$ cat src/sv/itg_pkg.sv
// Shared types, register indexes and reset values of the idle timeout gate.
package itg_pkg;

   localparam int COUNT_WIDTH_DEF  = 24;
   localparam int SAMPLE_WIDTH_DEF = 16;
   localparam int PULSE_WIDTH      = 16;
   localparam int CSR_ADDR_WIDTH   = 3;

   localparam int RST_BASE_TIMEOUT = 12000;
   localparam int RST_EDGE_HIGH    = 3277;
   localparam int RST_EDGE_LOW     = 0;
   localparam int RST_PULSE_WIDTH  = 480;
   localparam int RST_TIME_LIMIT   = 480000;

   typedef enum logic [CSR_ADDR_WIDTH-1:0] {
      CSR_CLOCK_MODE      = 3'd0,
      CSR_BASE_TIMEOUT    = 3'd1,
      CSR_EDGE_HIGH_LEVEL = 3'd2,
      CSR_EDGE_LOW_LEVEL  = 3'd3,
      CSR_PULSE_WIDTH     = 3'd4,
      CSR_HEARTBEAT_EN    = 3'd5,
      CSR_SOURCE_EN       = 3'd6,
      CSR_TIME_LIMIT      = 3'd7
   } csr_index_type;

endpackage

$ cat src/sv/itg_edge_det.sv
// Hysteresis rising-edge detector with its own armed flag.
module itg_edge_det import itg_pkg::*; #(
   parameter int SAMPLE_WIDTH = SAMPLE_WIDTH_DEF
) (
   input  logic                           clock,
   input  logic                           reset,
   input  logic                           step,
   input  logic                           enable,
   input  logic signed [SAMPLE_WIDTH-1:0] sample,
   input  logic signed [SAMPLE_WIDTH-1:0] high_level,
   input  logic signed [SAMPLE_WIDTH-1:0] low_level,
   output logic                           edge_found
);

   logic armed_ff;
   logic armed_in;

   always_comb begin
      armed_in   = armed_ff;
      edge_found = 1'b0;
      if (enable) begin
         if (armed_ff) begin
            if (sample <= low_level) begin
               armed_in = 1'b0;
            end
         end else if (sample >= high_level) begin
            armed_in   = 1'b1;
            edge_found = 1'b1;
         end
      end
   end

   always_ff @(posedge clock) begin
      if (reset) begin
         armed_ff <= 1'b0;
      end else if (step) begin
         armed_ff <= armed_in;
      end
   end

endmodule

$ cat src/sv/itg_pulse.sv
// Retriggerable pulse stretcher counting down in frames.
module itg_pulse import itg_pkg::*; (
   input  logic                   clock,
   input  logic                   reset,
   input  logic                   step,
   input  logic                   trigger,
   input  logic [PULSE_WIDTH-1:0] width,
   output logic                   pulse
);

   logic [PULSE_WIDTH-1:0] left_ff;
   logic [PULSE_WIDTH-1:0] loaded;
   logic [PULSE_WIDTH-1:0] left_in;

   always_comb begin
      loaded  = (trigger && (width > left_ff)) ? width : left_ff;
      pulse   = (loaded != '0);
      left_in = pulse ? loaded - PULSE_WIDTH'(1) : loaded;
   end

   always_ff @(posedge clock) begin
      if (reset) begin
         left_ff <= '0;
      end else if (step) begin
         left_ff <= left_in;
      end
   end

endmodule

$ cat src/sv/idle_timeout_gate.sv
// Idle timeout gate: one sample per transaction, idle when no source edge arrives in time.
// The gate takes one transaction per clock cycle unless the result port stalls it:
// the transaction waits in the input register, and when the result register is free
// the timing logic loads the result register and updates the frame counter, idle flag,
// edge detectors and pulse counters. A stalled result port holds the result register and
// still lets one more transaction into the input register. The user must write registers
// through the csr port only while no transaction is in flight; the gate does not enforce this.
module idle_timeout_gate import itg_pkg::*; #(
   parameter  int COUNT_WIDTH    = COUNT_WIDTH_DEF,
   parameter  int SAMPLE_WIDTH   = SAMPLE_WIDTH_DEF,
   localparam int REQ_BITS       = 4 * SAMPLE_WIDTH + COUNT_WIDTH,
   localparam int REQ_DATA_WIDTH = ((REQ_BITS + 7) / 8) * 8,
   localparam int RSP_BITS       = 3 + 2 * SAMPLE_WIDTH + 2 * COUNT_WIDTH,
   localparam int RSP_DATA_WIDTH = ((RSP_BITS + 7) / 8) * 8,
   localparam int CSR_DATA_WIDTH = (COUNT_WIDTH > SAMPLE_WIDTH) ?
      ((COUNT_WIDTH > PULSE_WIDTH) ? COUNT_WIDTH : PULSE_WIDTH) :
      ((SAMPLE_WIDTH > PULSE_WIDTH) ? SAMPLE_WIDTH : PULSE_WIDTH)
) (
   input  logic                      clock,
   input  logic                      reset,
   input  logic                      req_tvalid,
   output logic                      req_tready,
   // source_sample, heartbeat_sample, clock_sample, switched_sample, timeout_cv_frames
   input  logic [REQ_DATA_WIDTH-1:0] req_tdata,
   output logic                      rsp_tvalid,
   input  logic                      rsp_tready,
   // idle_gate, on_when_idle, off_when_idle, idle_start, idle_end,
   // time_value_frames, frames remaining before idle
   output logic [RSP_DATA_WIDTH-1:0] rsp_tdata,
   input  logic                      csr_we,
   input  logic [CSR_ADDR_WIDTH-1:0] csr_addr,
   input  logic [CSR_DATA_WIDTH-1:0] csr_wdata
);

   localparam int SW = SAMPLE_WIDTH;
   localparam int CW = COUNT_WIDTH;

   // configuration
   logic                 clock_mode_ff;
   logic [CW-1:0]        base_timeout_ff;
   logic signed [SW-1:0] edge_high_ff;
   logic signed [SW-1:0] edge_low_ff;
   logic [PULSE_WIDTH-1:0] pulse_width_ff;
   logic                 heartbeat_en_ff;
   logic                 source_en_ff;
   logic [CW-1:0]        time_limit_ff;

   always_ff @(posedge clock) begin
      if (reset) begin
         clock_mode_ff   <= 1'b0;
         base_timeout_ff <= CW'(RST_BASE_TIMEOUT);
         edge_high_ff    <= SW'(RST_EDGE_HIGH);
         edge_low_ff     <= SW'(RST_EDGE_LOW);
         pulse_width_ff  <= PULSE_WIDTH'(RST_PULSE_WIDTH);
         heartbeat_en_ff <= 1'b0;
         source_en_ff    <= 1'b1;
         time_limit_ff   <= CW'(RST_TIME_LIMIT);
      end else if (csr_we) begin
         case (csr_index_type'(csr_addr))
            CSR_CLOCK_MODE:      clock_mode_ff   <= csr_wdata[0];
            CSR_BASE_TIMEOUT:    base_timeout_ff <= csr_wdata[CW-1:0];
            CSR_EDGE_HIGH_LEVEL: edge_high_ff    <= csr_wdata[SW-1:0];
            CSR_EDGE_LOW_LEVEL:  edge_low_ff     <= csr_wdata[SW-1:0];
            CSR_PULSE_WIDTH:     pulse_width_ff  <= csr_wdata[PULSE_WIDTH-1:0];
            CSR_HEARTBEAT_EN:    heartbeat_en_ff <= csr_wdata[0];
            CSR_SOURCE_EN:       source_en_ff    <= csr_wdata[0];
            CSR_TIME_LIMIT:      time_limit_ff   <= csr_wdata[CW-1:0];
            default: begin
            end
         endcase
      end
   end

   // handshake and input register
   logic                s1_valid_ff;
   logic                s1_valid_in;
   logic [REQ_BITS-1:0] s1_data_ff;
   logic                rsp_valid_ff;
   logic                rsp_valid_in;
   logic [RSP_BITS-1:0] rsp_data_ff;
   logic [RSP_BITS-1:0] rsp_data_in;
   logic                advance;
   logic                step;
   logic                req_take;

   assign advance    = !rsp_valid_ff || rsp_tready;
   assign step       = s1_valid_ff && advance;
   assign req_tready = !s1_valid_ff || advance;
   assign req_take   = req_tvalid && req_tready;

   assign s1_valid_in  = req_take ? 1'b1 : (step ? 1'b0 : s1_valid_ff);
   assign rsp_valid_in = advance ? s1_valid_ff : rsp_valid_ff;

   always_ff @(posedge clock) begin
      if (reset) begin
         s1_valid_ff  <= 1'b0;
         rsp_valid_ff <= 1'b0;
      end else begin
         s1_valid_ff  <= s1_valid_in;
         rsp_valid_ff <= rsp_valid_in;
      end
   end

   always_ff @(posedge clock) begin
      if (req_take) begin
         s1_data_ff <= req_tdata[REQ_BITS-1:0];
      end
      if (step) begin
         rsp_data_ff <= rsp_data_in;
      end
   end

   assign rsp_tvalid = rsp_valid_ff;
   assign rsp_tdata  = RSP_DATA_WIDTH'(rsp_data_ff);

   logic signed [SW-1:0] source_sample;
   logic signed [SW-1:0] heartbeat_sample;
   logic signed [SW-1:0] clock_sample;
   logic [SW-1:0]        switched_sample;
   logic [CW-1:0]        timeout_cv_frames;

   assign source_sample     = s1_data_ff[SW-1:0];
   assign heartbeat_sample  = s1_data_ff[2*SW-1:SW];
   assign clock_sample      = s1_data_ff[3*SW-1:2*SW];
   assign switched_sample   = s1_data_ff[4*SW-1:3*SW];
   assign timeout_cv_frames = s1_data_ff[4*SW+CW-1:4*SW];

   // edge detectors
   logic clock_seen;
   logic heartbeat_edge;
   logic source_edge;

   itg_edge_det #(.SAMPLE_WIDTH(SW)) u_clock_det (
      .clock      (clock),
      .reset      (reset),
      .step       (step),
      .enable     (clock_mode_ff),
      .sample     (clock_sample),
      .high_level (edge_high_ff),
      .low_level  (edge_low_ff),
      .edge_found (clock_seen)
   );

   itg_edge_det #(.SAMPLE_WIDTH(SW)) u_heartbeat_det (
      .clock      (clock),
      .reset      (reset),
      .step       (step),
      .enable     (heartbeat_en_ff),
      .sample     (heartbeat_sample),
      .high_level (edge_high_ff),
      .low_level  (edge_low_ff),
      .edge_found (heartbeat_edge)
   );

   itg_edge_det #(.SAMPLE_WIDTH(SW)) u_source_det (
      .clock      (clock),
      .reset      (reset),
      .step       (step),
      .enable     (source_en_ff),
      .sample     (source_sample),
      .high_level (edge_high_ff),
      .low_level  (edge_low_ff),
      .edge_found (source_edge)
   );

   // timing state
   logic [CW-1:0] frame_counter_ff;
   logic [CW-1:0] frame_counter_in;
   logic [CW-1:0] clock_mark_ff;
   logic [CW-1:0] clock_mark_in;
   logic          idle_ff;
   logic          idle_in;

   logic [CW:0]   timeout_sum;
   logic [CW-1:0] timeout_frames;
   logic [CW-1:0] clock_mark_now;
   logic [CW-1:0] time_raw;
   logic [CW-1:0] time_value;
   logic [CW-1:0] max_count;
   logic [CW-1:0] count_now;
   logic [CW-1:0] count_inc;
   logic [CW-1:0] remaining_frames;
   logic          exceeded;
   logic          idle_now;
   logic          start_trigger;
   logic          end_trigger;
   logic          idle_start;
   logic          idle_end;

   always_comb begin
      timeout_sum    = {1'b0, base_timeout_ff} + {1'b0, timeout_cv_frames};
      timeout_frames = timeout_sum[CW] ? '1 : timeout_sum[CW-1:0];
      clock_mark_now = clock_seen ? frame_counter_ff : clock_mark_ff;

      if (clock_mode_ff) begin
         time_raw  = (frame_counter_ff > clock_mark_now) ?
                     frame_counter_ff - clock_mark_now : '0;
         max_count = frame_counter_ff;
      end else begin
         time_raw  = timeout_frames;
         max_count = timeout_frames;
      end
      time_value = (time_raw > time_limit_ff) ? time_limit_ff : time_raw;

      count_now     = heartbeat_edge ? '0 : frame_counter_ff;
      exceeded      = (count_now > max_count) || clock_seen;
      start_trigger = exceeded && !idle_ff;
      idle_now      = idle_ff || exceeded;

      if (!clock_mode_ff && !idle_now && (max_count > count_now)) begin
         remaining_frames = max_count - count_now;
      end else begin
         remaining_frames = '0;
      end

      count_inc   = (count_now != '1) ? count_now + CW'(1) : count_now;
      end_trigger = source_edge && idle_now;

      if (source_edge) begin
         idle_in          = 1'b0;
         frame_counter_in = '0;
         clock_mark_in    = '0;
      end else begin
         idle_in          = idle_now;
         frame_counter_in = count_inc;
         clock_mark_in    = clock_mark_now;
      end
   end

   always_ff @(posedge clock) begin
      if (reset) begin
         frame_counter_ff <= '0;
         clock_mark_ff    <= '0;
         idle_ff          <= 1'b0;
      end else if (step) begin
         frame_counter_ff <= frame_counter_in;
         clock_mark_ff    <= clock_mark_in;
         idle_ff          <= idle_in;
      end
   end

   itg_pulse u_start_pulse (
      .clock   (clock),
      .reset   (reset),
      .step    (step),
      .trigger (start_trigger),
      .width   (pulse_width_ff),
      .pulse   (idle_start)
   );

   itg_pulse u_end_pulse (
      .clock   (clock),
      .reset   (reset),
      .step    (step),
      .trigger (end_trigger),
      .width   (pulse_width_ff),
      .pulse   (idle_end)
   );

   assign rsp_data_in = {
      remaining_frames,
      time_value,
      idle_end,
      idle_start,
      idle_now ? {SW{1'b0}} : switched_sample,
      idle_now ? switched_sample : {SW{1'b0}},
      idle_now
   };

endmodule

$ cat config.mk
export PLATFORM = sky130hd
export DESIGN_NAME = idle_timeout_gate
export DESIGN_NICKNAME = d
export VERILOG_FILES = /design/src/sv/itg_pkg.sv /design/src/sv/itg_edge_det.sv /design/src/sv/itg_pulse.sv /design/src/sv/idle_timeout_gate.sv
export SDC_FILE = /design/constraint.sdc
export NUM_CORES = 1
export LEC_CHECK = 0
export BUFFER_PORTS_ARGS = -buffer_cell sky130_fd_sc_hd__buf_4
export CORE_MARGIN = 4
export CORE_UTILIZATION = 51
export DETAILED_ROUTE_END_ITERATION = 10
export PLACE_DENSITY = 0.7
export SLEW_MARGIN = 25
export SYNTH_ARGS = -nofsm -noshare
export SYNTH_HDL_FRONTEND = slang
export SYNTH_HIERARCHICAL = 1
export SYNTH_SLANG_ARGS = --single-unit
export TNS_END_PERCENT = 30
$ cat constraint.sdc
create_clock -name clock -period 10 [get_ports clock]
set_input_delay 3 -clock clock [delete_from_list [all_inputs] [get_ports clock]]
set_output_delay 3 -clock clock [all_outputs]
set_load 0.05 [all_outputs]
# [Word-level counts from Yosys, hierarchy flattened]
# Index checks and enable logic that the tools add are counted.
[classes] addsub=6 n_reduce_logical=32 mux=32 div_mod_pow=0 mul=0 order_cmp=12 n_eq_ne=8 shifts=0 bitwise_logic=0
[op_table] op="$mux 24" count=10
[op_table] op="$gt 24x24->1" count=4
[op_table] op="$mux 16" count=4
[op_table] op="$ge 16x16->1" count=3
[op_table] op="$le 16x16->1" count=3
[op_table] op="$sub 24x24->24" count=2
[op_table] op="$gt 16x16->1" count=2
[op_table] op="$reduce_bool 16->1" count=2
[op_table] op="$sub 16x1->16 const B" count=2
[op_table] op="$add 24x24->25" count=1
[op_table] op="$add 24x1->24 const B" count=1
[op_table] op="$ne 24x24->1 const B" count=1
[op_table] op="$reduce_and 2->1" count=11
[op_table] op="$mux 1" count=18
[op_table] op="$eq 3x3->1 const B" count=4
[op_table] op="$logic_and 1x1->1" count=8
[op_table] op="$eq 3x2->1 const B" count=2
[op_table] op="$logic_not 1->1" count=5
[op_table] op="$logic_or 1x1->1" count=4
[op_table] op="$eq 3x1->1 const B" count=1
[op_table] op="$logic_not 3->1" count=1
[op_table] op="$reduce_bool 2->1" count=1
[word_totals] latch_bits=0 ramBits=0 memories=0 out_inout_bits=90 rom_bits=0 inputBits=120 register_bits=356

# [Depth between registers and ports, before layout]
# Gate-level depths: netlist of the first run.
[logic_depth] depth_word=13 ltp_mapped=34 mapped_depth_nobuf=31

# [By module]
# Netlist of the first run, hierarchy kept.
[modules_own_cells] mod="idle_timeout_gate" instances=1 area_each_um2=17327.9 cells_per_inst=1871
[modules_own_cells] mod="itg_pulse" instances=2 area_each_um2=1830.5 cells_per_inst=248
[modules_own_cells] mod="itg_edge_det at u_clock_det ..." instances=2 area_each_um2=889.6 cells_per_inst=124
[modules_own_cells] mod="itg_edge_det at u_source_det" instances=1 area_each_um2=893.4 cells_per_inst=118

# [Worst setup path before layout of the first run]
# Ideal clock, no wire load.
[synth_timing] path_type="input-to-reg" start="input port rsp_tready" end="register u_end_pulse.left_ff[4]" setup_ns=0.135 path_slack_ns=2.907 arrival_ns=6.958 n_path_buf=3 cell_stages=9 cell_sequence="nor2b_1 nand2b_1 inv_1 clkbuf_1 clkbuf_1 clkbuf_1 o21ai_0 a22oi_1 o32ai_1"
[synth_via] elab_chain_cells=2
[synth_lines] item="start: declaration" line="idle_timeout_gate.sv:26" text="input logic rsp_tready,"
[synth_lines] item="$logic_or 1x1->1" line="idle_timeout_gate.sv:86" text="assign advance = !rsp_valid_ff || rsp_tready;"
[synth_lines] item="$logic_and 1x1->1" line="idle_timeout_gate.sv:87" text="assign step = s1_valid_ff && advance;"
[synth_lines] item="via step" line="idle_timeout_gate.sv:83" text="logic step;"
[synth_lines] item="end signal: assignment" line="itg_pulse.sv:25" text="left_ff <= left_in;"
[synth_lines] item="end: declaration" line="itg_pulse.sv:11" text="logic [PULSE_WIDTH-1:0] left_ff;"
# The timed path passes the listed nets, and every way through them passes these cells.
# A chain may end at the register's enable or synchronous reset.

# [Final worst setup path of the first run]
[layout_timing] start="register edge_high_ff[15]" end="register rsp_data_ff[44] (data pin)"
[layout_via] elab_chain_cells=10 elab_cells_between_ends=11
[layout_lines] item="start: declaration" line="idle_timeout_gate.sv:41" text="logic signed [SW-1:0] edge_high_ff;"
[layout_lines] item="start signal: assignment" line="idle_timeout_gate.sv:52" text="edge_high_ff <= SW'(RST_EDGE_HIGH);"
[layout_lines] item="start signal: assignment" line="idle_timeout_gate.sv:62" text="CSR_EDGE_HIGH_LEVEL: edge_high_ff <= csr_wdata[SW-1:0];"
[layout_lines] item="$ge 16x16->1 *" line="itg_edge_det.sv:26" text="end else if (sample >= high_level) begin"
[layout_lines] item="$mux 1 *" line="itg_edge_det.sv:26"
[layout_lines] item="$mux 1 *" line="itg_edge_det.sv:22" text="if (armed_ff) begin"
[layout_lines] item="$mux 1 *" line="itg_edge_det.sv:21" text="if (enable) begin"
[layout_lines] item="via clock_seen" line="idle_timeout_gate.sv:129" text="logic clock_seen;"
[layout_lines] item="$mux 24 *" line="idle_timeout_gate.sv:193" text="clock_mark_now = clock_seen ? frame_counter_ff : clock_mark_ff;"
[layout_lines] item="$sub 24x24->24 / $gt 24x24->1 (equally long branches)" line="idle_timeout_gate.sv:197, idle_timeout_gate.sv:196"
[layout_lines] item="$mux 24 *" line="idle_timeout_gate.sv:196" text="time_raw = (frame_counter_ff > clock_mark_now) ?"
[layout_lines] item="$mux 24 *" line="idle_timeout_gate.sv:195" text="if (clock_mode_ff) begin"
[layout_lines] item="$gt 24x24->1" line="idle_timeout_gate.sv:203" text="time_value = (time_raw > time_limit_ff) ? time_limit_ff : time_raw;"
[layout_lines] item="$mux 24 *" line="idle_timeout_gate.sv:203"
[layout_lines] item="via rsp_data_in[44]" line="idle_timeout_gate.sv:81" text="logic [RSP_BITS-1:0] rsp_data_in;"
[layout_lines] item="end signal: assignment" line="idle_timeout_gate.sv:109" text="rsp_data_ff <= rsp_data_in;"
[layout_lines] item="end: declaration" line="idle_timeout_gate.sv:80" text="logic [RSP_BITS-1:0] rsp_data_ff;"
# Mark *: on every way through the listed nets, which the timed path passes. The rest lies on a longest branch.

==> impl_metrics.env, run 1 <==
export IMPL_coreArea_um2=45580
export IMPL_grt_pass1_vias=20392
export IMPL_start_util_pct=51.92
export IMPL_postCtsSetupBuffers=0
export IMPL_fmax_mhz=115.9
export IMPL_vdd_drop_max_uv=270.3
export IMPL_ys_seq_elements=356
export IMPL_tns_ns=0
export IMPL_cp_end_kind="flop"
export IMPL_p_per_area_nw_per_um2=201.5
export IMPL_instances_no_fill=3511
export IMPL_ys_async_sr_fraction_pct=0
export IMPL_synth_area_leaders="edfxtp_1 (22%), dfxtp_1 (16%), ha_1 (12%), a21oi_1 (6.4%), nand2_1 (5.2%)"
export IMPL_dieArea_um2=49910
export IMPL_hold_path_class="reg -> reg"
export IMPL_holdBufCountCts=0
export IMPL_fin_crit_ns=8.631
export IMPL_area_delta_synth_final_pct=14.51
export IMPL_leakagePower_nw=10.75
export IMPL_cp_required_ns=10.32
export IMPL_die_h_um=223.4
export IMPL_insertion_delay_ns=0.59
export IMPL_grt_usage_pct=28.29
export IMPL_ctsRootBufferMaster="clkbuf_16"
export IMPL_critPathArrivalTime_ns=8.96
export IMPL_antennaDiodeCount=0
export IMPL_clockBufferDepth=3
export IMPL_start_kind="flop"
export IMPL_antenna_found_initial=1
export IMPL_hold_viol=0
export IMPL_first_iter_violations=1717
export IMPL_fin_skew_ns=0.03397
export IMPL_synth_commonest_cells="nand2_1 (330), a21oi_1 (301), ha_1 (229), nor2_1 (228), inv_1 (214)"
export IMPL_cts_tree="done"
export IMPL_rsz0062_at_grt="false"
export IMPL_fin_crit_sh_pct=86.31
export IMPL_multi_input_area_um2=13520
export IMPL_drive_gt1_share_pct=13.23
export IMPL_ys_flop_type="dfxtp_1"
export IMPL_first_pass_iters=6
export IMPL_drv_slew=0
export IMPL_cts_repair_resized=0
export IMPL_setup_viol=0
export IMPL_fp_dieW_um=223.4
export IMPL_synth_top_area_share_pct=21.70
export IMPL_yosys_warnings=6
export IMPL_cts_sinks=356
export IMPL_syn_inst=2733
export IMPL_drv_cap=0
export IMPL_htreeDepth=2
export IMPL_tightestPinTransition_ns=1.066
export IMPL_worstSetupPathType="reg -> reg"
export IMPL_nNetsFinal=3230
export IMPL_rows=78
export IMPL_vias=21242
export IMPL_ys_seq_area_share_pct=37.35
export IMPL_cts_reportedPaths_clkPinSlew_ns=0.07
export IMPL_dp_hpwl_mm=55.00
export IMPL_routed_wl_mm=73.54
export IMPL_critical_path_peak_fanout=23
export IMPL_grt_start_max_net_pins=159
export IMPL_synth_largest_area_cell="edfxtp_1"
export IMPL_cts_buffers=41
export IMPL_gp_congestion=0.9902
export IMPL_synth_area_um2=23660
export IMPL_routed_via_density=6.050
export IMPL_numPortBuffers=204
export IMPL_outcome="finished, final reports clean"
export IMPL_ant_nets=0
export IMPL_syn_area_per_cell_um2=8.658
export IMPL_p_total_mw=5.461
export IMPL_register_area_um2=8838
export IMPL_ioPinCount=210
export IMPL_wl_per_cell_um=20.95
export IMPL_num_fill_cells=4061
export IMPL_ys_types=105
export IMPL_synth_most_common_cell="nand2_1"
export IMPL_grt_pass1_wl_mm=113.6
export IMPL_drc=0
export IMPL_dp_cells=3434
export IMPL_grt_overflow_total=0
export IMPL_slew_headroom_pct=28.96
export IMPL_synth_edf_count=171
## final timing paths
path / from / slack, ns / to / cells past startpoint
worst min-delay path: base_timeout_ff[17]$_SDFFE_PP0P_ / 0.46 / base_timeout_ff[17]$_SDFFE_PP0P_ / 2
worst max register to register: edge_high_ff[15]$_SDFFE_PP0P_ / 1.37 / rsp_data_ff[44]$_DFFE_PP_ / 24
worst max-delay path: edge_high_ff[15]$_SDFFE_PP0P_ / 1.37 / rsp_data_ff[44]$_DFFE_PP_ / 24
worst min register to register: base_timeout_ff[17]$_SDFFE_PP0P_ / 0.46 / base_timeout_ff[17]$_SDFFE_PP0P_ / 2
## layout by cell type (no fill, tap or decap), drive strengths merged, types with 11 or more instances in the layout
master / n
a31oi: 17
nand3: 70
xor2: 33
a21o: 35
a21oi: 305
o211ai: 20
nand2: 332
nand2b: 39
a22oi: 12
clkbuf: 48
o21ai: 101
nor2b: 40
o21a: 16
dfxtp: 185
and2: 28
o21bai: 13
nand4: 55
buf: 218
mux2: 29
a211oi: 16
o22ai: 14
nand3b: 30
or3: 15
xnor2: 33
ha: 229
o31ai: 11
edfxtp: 171
nor3: 81
inv: 217
clkinv: 14
and3: 15
mux2i: 49
nor4: 27
nor2: 230
## where the power goes
part | switching, mW | internal [mW]
Combinational | 1.25 | 0.732
Sequential | 0.114 | 1.67
Clock | 0.654 | 1.03
## sequential cells by signal, indices dropped and copies added, names as in the netlist
register	count
base_timeout_ff	24
clock_mark_ff	24
clock_mode_ff	1
edge_high_ff	16
edge_low_ff	16
frame_counter_ff	24
heartbeat_en_ff	1
idle_ff	1
pulse_width_ff	16
rsp_data_ff	83
rsp_tvalid	1
s1_data_ff	88
s1_valid_ff	1
source_en_ff	1
time_limit_ff	24
u_clock_det/armed_ff	1
u_end_pulse/left_ff	16
u_heartbeat_det/armed_ff	1
u_source_det/armed_ff	1
u_start_pulse/left_ff	16
## through the flow
| stage | setup slack [ns] | instance area, µm² | hold slack (ns) | utilization, % |
|---|---|---|---|---|
| finish | 1.369 | 27090 | 0.4599 | 59.45 |
| global route | 0.9695 | 27090 | 0.4802 | 59.45 |
| global placement | 1.768 | 25550 | 0.4433 | 56.06 |
| floorplan | 2.907 | 23680 | 0.4363 | - |
| detailed placement | 1.551 | 25550 | 0.4528 | 56.07 |
| CTS | 1.497 | 27080 | 0.4632 | 59.41 |
## cell families (layout without fill, tap and decap cells)
group	Yosys count	in the layout	synth area share, %
muxes	78	78	3.453
and+or+nand+nor	998	998	20.62
adders and majority gates	232	232	12.36
xor gates and xnor gates	66	66	2.443
DFF	356	356	37.35
buffers and inverters	334	508	5.674
AOI/OAI and AO/OA	668	668	18.08
other	1	5	0.01585
## metal layers
layer	wire (µm)	vias to the layer above	global-route usage [%]	share of wire (%)
met5	17	-	0	0.023
met4	3568	2	12.53	4.9
met3	4851	199	4.053	6.6
met2	34440	844	46.97	47
met1	30660	10087	36.83	42
li1	-	10110	-	-
## critical path, cell delays in order, from the launching register on
cell and delay [ns]:
dfxtp_1 0.38, inv_1 0.06, ha_1 0.32, nand4_1 0.20
nor3_2 0.26, a41oi_1 0.14, a31oi_1 0.40, and2_1 0.77
buf_4 0.45, mux2i_1 0.15, ha_1 0.50, nand4_2 0.16
or3_4 0.45, nor3_2 0.24, nor3_1 0.15, a21oi_2 0.86
nand3b_1 0.30, a21oi_1 0.58, ha_1 0.36, and4_1 0.21
a221oi_1 0.42, o211a_1 0.26, o21bai_2 0.14, buf_4 0.27
mux2_2 0.31
## final cells by class
type	count	area share, %
Timing Repair Buffer	218	6.100
Clock buffer	48	4.073
Sequential cell	356	32.62
Inverter	214	2.983
Clock inverter	28	1.556
Multi-Input combinational cell	2047	49.90
Tap cell	600	2.771
Power figures use the tool's default switching activity.
==> run 2: changes to the inputs <==
--- a/config.mk
+++ b/config.mk
@@ -9,7 +9,9 @@
 export CORE_MARGIN = 4
 export CORE_UTILIZATION = 51
 export DETAILED_ROUTE_END_ITERATION = 10
+export GPL_TIMING_DRIVEN = 0
 export PLACE_DENSITY = 0.7
+export RECOVER_POWER = 100
 export SLEW_MARGIN = 25
 export SYNTH_ARGS = -nofsm -noshare
 export SYNTH_HDL_FRONTEND = slang
==> run 2 against run 1 <==
The run now ends with max-capacitance violations, max-slew violations left. First-iteration DRC count grew 11%. Combinational power is essentially flat. Count of clock-buffer cells in the layout grew 8. Via count grew 2.2%. Non-clock buffer count grew 106. Flip-flop and latch count is the same. Wire length grew 4.5%. Global-route usage grew 1.4 points. Total power shrank 0.51%.
==> impl_metrics.env, run 2 (same netlist as run 1, synthesis figures left out) <==
export IMPL_fp_dieW_um=223.4
export IMPL_coreArea_um2=45580
export IMPL_grt_start_max_net_pins=57
export IMPL_critPathArrivalTime_ns=9.77
export IMPL_routed_wl_mm=76.88
export IMPL_drc=0
export IMPL_wl_per_cell_um=21.24
export IMPL_fin_crit_sh_pct=94.59
export IMPL_outcome="finished, violations left"
export IMPL_cp_slowest_cell="clkbuf_1"
export IMPL_insertion_delay_ns=0.59
export IMPL_reg_top3="s1_data_ff x88, rsp_data_ff x83"
export IMPL_critical_path_peak_fanout=10
export IMPL_dp_hpwl_mm=59.75
export IMPL_start_kind="flop"
export IMPL_cp_num_buf_inv=5
export IMPL_area_delta_synth_final_pct=14.37
export IMPL_pwr_share_seq_pct=32.8
export IMPL_p_per_area_nw_per_um2=200.8
export IMPL_worstSetupPathType="reg -> reg"
export IMPL_cp_required_ns=10.31
export IMPL_rows=78
export IMPL_vias=21706
export IMPL_first_pass_iters=6
export IMPL_ctsRootBufferMaster="clkbuf_16"
export IMPL_cts_buffers=42
export IMPL_cts_sinks=356
export IMPL_cp_common_cell="clkbuf_1"
export IMPL_clockBufferDepth=3
export IMPL_switching_share_pct=38.56
export IMPL_grt_pass1_vias=21164
export IMPL_combPwrFrac_pct=37.3
export IMPL_crit_family="buffers and inverters"
export IMPL_leakagePower_nw=10.54
export IMPL_drive_gt1_share_pct=9.606
export IMPL_largest_reg_flops=88
export IMPL_slew_headroom_pct=-94.66
export IMPL_drv_slew=193
export IMPL_final_cell_mix="nand2_1 (330), a21oi_1 (301), ha_1 (229), nor2_1 (228), inv_1 (214)"
export IMPL_p_total_mw=5.433
export IMPL_vdd_drop_max_uv=160.4
export IMPL_cts_tree="done"
export IMPL_postCtsSetupBuffers=0
export IMPL_start_util_pct=51.92
export IMPL_antenna_found_initial=5
export IMPL_first_iter_violations=1906
export IMPL_internal_power_mw=3.338
export IMPL_tns_ns=0
export IMPL_ant_nets=0
export IMPL_routed_via_density=5.996
export IMPL_grt_pass1_wl_mm=117.9
export IMPL_cts_repair_resized=0
export IMPL_grt_usage_pct=29.68
export IMPL_final_common_cell="nand2_1"
export IMPL_setup_viol=0
export IMPL_holdBufCountCts=0
export IMPL_grt_overflow_total=0
export IMPL_tightestPinTransition_ns=2.920
export IMPL_rsz0062_at_grt="false"
export IMPL_fmax_mhz=105.7
export IMPL_num_fill_cells=4112
export IMPL_cp_end_kind="flop"
export IMPL_die_h_um=223.4
export IMPL_htreeDepth=2
export IMPL_p_switching_mw=2.095
export IMPL_post_route_util_pct=59.38
export IMPL_nNetsFinal=3337
export IMPL_fin_skew_ns=0.02063
export IMPL_hold_viol=0
export IMPL_violations="max-capacitance violations, max-slew violations"
export IMPL_p_clk_share_pct=29.9
export IMPL_numPortBuffers=203
export IMPL_dieArea_um2=49910
export IMPL_fin_crit_ns=9.459
export IMPL_drv_cap=4
export IMPL_gp_congestion=0.9834
export IMPL_cts_reportedPaths_clkPinSlew_ns=0.06
export IMPL_critPathMaxStageDelay_ns=0.73
export IMPL_ioPinCount=210
export IMPL_regMostFlops="s1_data_ff"
export IMPL_hold_path_class="reg -> reg"
[run 2: changes by cell type in the layout (fill, tap and decap cells not counted), sizes merged]
| cell | change |
|---|---|
| clkbuf | +270 |
| buf | -156 |
| bufinv | -7 |
| clkinv | -2 |
| inv | +2 |
| clkinvlp | +1 |
| diode | +1 |
[run 2: worst paths after layout]
path	start	to	slack, ns	depth (start not counted)
worst max-delay path	edge_high_ff[15]$_SDFFE_PP0P_	rsp_data_ff[51]$_DFFE_PP_	0.54	28
worst min-delay path	time_limit_ff[15]$_SDFFE_PP0P_	time_limit_ff[15]$_SDFFE_PP0P_	0.46	2
worst max register to register	edge_high_ff[15]$_SDFFE_PP0P_	rsp_data_ff[51]$_DFFE_PP_	0.54	28
worst min register to register	time_limit_ff[15]$_SDFFE_PP0P_	time_limit_ff[15]$_SDFFE_PP0P_	0.46	2
[run 2: worst min-delay path, stage by stage (launching register included)]
cell and delay (ns):
dfxtp_1 0.31, nand2_1 0.05, a21oi_1 0.05
[run 2: per-layer routing]
metal  track usage (%)  wire length [µm]  vias up
li1                  -                 -    10311
met1             37.31             30720    10235
met2             49.72             35960      928
met3             4.605              5694      224
met4             14.87              4452        8
met5                 0                51        -
[run 2: cell type report]
| cell class | instances | area [µm²] | area share, % |
|---|---|---|---|
| multi-input cells | 2047 | 13460 | 49.73 |
| flip-flops and latches | 356 | 8838 | 32.66 |
| clock buffers | 56 | 1250 | 4.619 |
| repair buffers | 205 | 1197 | 4.425 |
| inverters | 214 | 803.3 | 2.968 |
| well taps | 600 | 750.7 | 2.774 |
| plain buffers | 119 | 521.8 | 1.928 |
| clock inverters | 22 | 240.2 | 0.8877 |
| diodes | 1 | 2.502 | 0.009247 |
[run 2: power by group through the flow]
| stage | Sequential, mW | Combinational, mW | Clock (mW) |
|---|---|---|---|
| after floorplan | 1.89 | 1.37 | 0 |
| after global placement | 1.81 | 1.98 | 0 |
| after detailed placement | 1.81 | 2.01 | 0 |
| after CTS | 1.78 | 2.03 | 1.65 |
| after global routing | 1.79 | 2.21 | 1.71 |
| final | 1.78 | 2.02 | 1.63 |
[run 2: per-stage QoR]
| step | std cells | hold slack, ns | setup slack, ns | area [µm²] |
|---|---|---|---|---|
| 2_1_floorplan | 2737 | 0.4363 | 2.907 | 23680 |
| 3_3_place_gp | 3540 | 0.4455 | 0.6650 | 25950 |
| 3_5_place_dp | 3542 | 0.4501 | 0.5612 | 26010 |
| 4_1_cts | 3620 | 0.4585 | 0.5040 | 27500 |
| 5_1_grt | 3620 | 0.4777 | 0.09415 | 27060 |
| 6_report | 3620 | 0.4580 | 0.5412 | 27060 |
==> run 3: changes to the inputs <==
==> constraint.sdc (replaced) <==
create_clock -name clock -period 10 [get_ports clock]
set_input_delay 2.5 -clock clock [delete_from_list [all_inputs] [get_ports clock]]
set_output_delay 2.5 -clock clock [all_outputs]
set_load 0.05 [all_outputs]
==> run 3 against run 2 <==
The flow still finishes with violations (max-capacitance violations, max-slew violations). Critical path depth rose by 1. Die area did not move. First-iteration DRC count fell by 6.9%.
==> impl_metrics.env, run 3 (same netlist as run 1, synthesis figures left out) <==
export IMPL_internal_power_mw=3.335
export IMPL_first_pass_iters=6
export IMPL_insertion_delay_ns=0.59
export IMPL_slew_headroom_pct=-94.67
export IMPL_switching_share_pct=38.54
export IMPL_cts_sinks=356
export IMPL_tns_ns=0
export IMPL_reg_top3="s1_data_ff x88, rsp_data_ff x83"
export IMPL_p_clk_share_pct=29.9
export IMPL_gp_congestion=0.9834
export IMPL_postCtsSetupBuffers=0
export IMPL_fin_skew_ns=0.02182
export IMPL_ant_nets=0
export IMPL_final_cell_mix="nand2_1 (330), a21oi_1 (301), ha_1 (229), nor2_1 (228), inv_1 (214)"
export IMPL_cp_end_kind="flop"
export IMPL_htreeDepth=2
export IMPL_fin_crit_ns=9.469
export IMPL_r2r_cells=29
export IMPL_reg2reg_from="edge_high_ff[15]$_SDFFE_PP0P_"
export IMPL_cts_reportedPaths_clkPinSlew_ns=0.06
export IMPL_grt_pass1_vias=21164
export IMPL_leakagePower_nw=10.54
export IMPL_rows=78
export IMPL_outcome="finished, violations left"
export IMPL_ioPinCount=210
export IMPL_start_kind="flop"
export IMPL_critPathMaxStageDelay_ns=0.72
export IMPL_hold_path_class="reg -> reg"
export IMPL_regMostFlops="s1_data_ff"
export IMPL_critical_path_peak_fanout=10
export IMPL_wl_per_cell_um=21.26
export IMPL_area_delta_synth_final_pct=14.37
export IMPL_p_switching_mw=2.092
export IMPL_cp_required_ns=10.31
export IMPL_largest_reg_flops=88
export IMPL_timing_hold_ws_ns=0.4581
export IMPL_tightestPinTransition_ns=2.920
export IMPL_grt_usage_pct=29.68
export IMPL_hold_start="time_limit_ff[15]$_SDFFE_PP0P_"
export IMPL_fp_dieW_um=223.4
export IMPL_regToRegEndpoint="rsp_data_ff[51]$_DFFE_PP_"
export IMPL_vias=21737
export IMPL_cp_slowest_cell="clkbuf_1"
export IMPL_coreArea_um2=45580
export IMPL_die_h_um=223.4
export IMPL_nNetsFinal=3337
export IMPL_num_fill_cells=4112
export IMPL_final_common_cell="nand2_1"
export IMPL_cts_tree="done"
export IMPL_rsz0062_at_grt="false"
export IMPL_combPwrFrac_pct=37.2
export IMPL_cts_buffers=42
export IMPL_grt_overflow_total=0
export IMPL_fin_crit_sh_pct=94.69
export IMPL_critPathArrivalTime_ns=9.78
export IMPL_antenna_found_initial=5
export IMPL_hold_viol=0
export IMPL_routed_wl_mm=76.96
export IMPL_drive_gt1_share_pct=9.573
export IMPL_grt_start_max_net_pins=57
export IMPL_fmax_mhz=105.6
export IMPL_drv_cap=4
export IMPL_pwr_share_seq_pct=32.8
export IMPL_dieArea_um2=49910
export IMPL_r2r_slack_ns=0.53
export IMPL_numPortBuffers=203
export IMPL_cts_repair_resized=0
export IMPL_min_path_cells=2
export IMPL_start_util_pct=51.92
export IMPL_routed_via_density=6.005
export IMPL_drc=0
export IMPL_p_per_area_nw_per_um2=200.5
export IMPL_vdd_drop_max_uv=159.3
export IMPL_first_iter_violations=1775
export IMPL_grt_pass1_wl_mm=117.9
export IMPL_violations="max-capacitance violations, max-slew violations"
export IMPL_clockBufferDepth=3
export IMPL_hold_end="time_limit_ff[15]$_SDFFE_PP0P_"
export IMPL_setup_viol=0
export IMPL_worstSetupPathType="reg -> reg"
export IMPL_cp_common_cell="clkbuf_1"
export IMPL_drv_slew=193
export IMPL_dp_hpwl_mm=59.75
export IMPL_ctsRootBufferMaster="clkbuf_16"
export IMPL_holdBufCountCts=0
run 3: changes by cell type in the layout (fill, tap and decap cells not counted):
cell     previous run  this run
o21ai_0            88        90
mux2_2             18        17
o21ai_1            11         9
mux2_1             11        12
run 3: layer usage:
layer  GRT usage, %  up-vias  share of wire (%)
met5              0        -              0.071
met4          14.87        8                5.9
met3          4.605      246                7.7
met2          49.72      972                 47
met1          37.31    10203                 40
li1               -    10308                  -
run 3: worst max-delay path by stage:
stage / from / slack, ns / end / depth (start not counted)
finish: edge_high_ff[15]$_SDFFE_PP0P_ / 0.53 / rsp_data_ff[51]$_DFFE_PP_ / 29
global route: edge_high_ff[15]$_SDFFE_PP0P_ / 0.09 / rsp_data_ff[51]$_DFFE_PP_ / 28
CTS: edge_high_ff[15]$_SDFFE_PP0P_ / 0.50 / u_end_pulse/left_ff[15]$_SDFFE_PP0P_ / 33
detailed placement: edge_high_ff[15]$_SDFFE_PP0P_ / 0.56 / u_end_pulse/left_ff[15]$_SDFFE_PP0P_ / 33
global placement: edge_high_ff[15]$_SDFFE_PP0P_ / 0.67 / u_end_pulse/left_ff[15]$_SDFFE_PP0P_ / 33
floorplan: s1_data_ff[64]$_DFFE_PP_ / 2.94 / u_end_pulse/left_ff[15]$_SDFFE_PP0P_ / 34
run 3: worst max-delay path: cells and delay by family (launching register included):
family	cells	cell delay [ns]
buffers and inverters	5	2.47
adders and majority gates	3	1.13
and+or+nand+nor	8	1.92
DFF	1	0.45
AOI/OAI and AO/OA	11	2.42
muxes	2	0.78
run 3: cell type report:
| class | instances | area [µm²] | area share (%) |
|---|---|---|---|
| multi-input combinational | 2047 | 13460 | 49.73 |
| sequential | 356 | 8838 | 32.66 |
| clock buffer | 56 | 1250 | 4.619 |
| timing repair buffer | 205 | 1197 | 4.425 |
| inverter | 214 | 803.3 | 2.968 |
| tap | 600 | 750.7 | 2.774 |
| buffer | 119 | 521.8 | 1.928 |
| clock inverter | 22 | 240.2 | 0.8877 |
| antenna | 1 | 2.502 | 0.009247 |
run 3: stage by stage:
| step | worst slack (ns) | power, mW | instance area, µm² | utilization, % | cells |
|---|---|---|---|---|---|
| 5_1_grt | 0.09418 | 5.718 | 27060 | 59.38 | 3620 |
| 2_1_floorplan | 2.943 | 3.252 | 23680 | - | 2737 |
| 4_1_cts | 0.5040 | 5.454 | 27500 | 60.34 | 3620 |
| 6_report | 0.5310 | 5.427 | 27060 | 59.38 | 3620 |
| 3_3_place_gp | 0.6650 | 3.791 | 25950 | 56.94 | 3540 |
| 3_5_place_dp | 0.5612 | 3.822 | 26010 | 57.07 | 3542 |
run 3: power by group through the flow:
stage | clock network, mW | registers [mW] | logic (mW)
2_1_floorplan | 0 | 1.89 | 1.37
5_1_grt | 1.71 | 1.79 | 2.21
3_3_place_gp | 0 | 1.81 | 1.98
6_report | 1.62 | 1.78 | 2.02
4_1_cts | 1.65 | 1.78 | 2.03
3_5_place_dp | 0 | 1.81 | 2.01
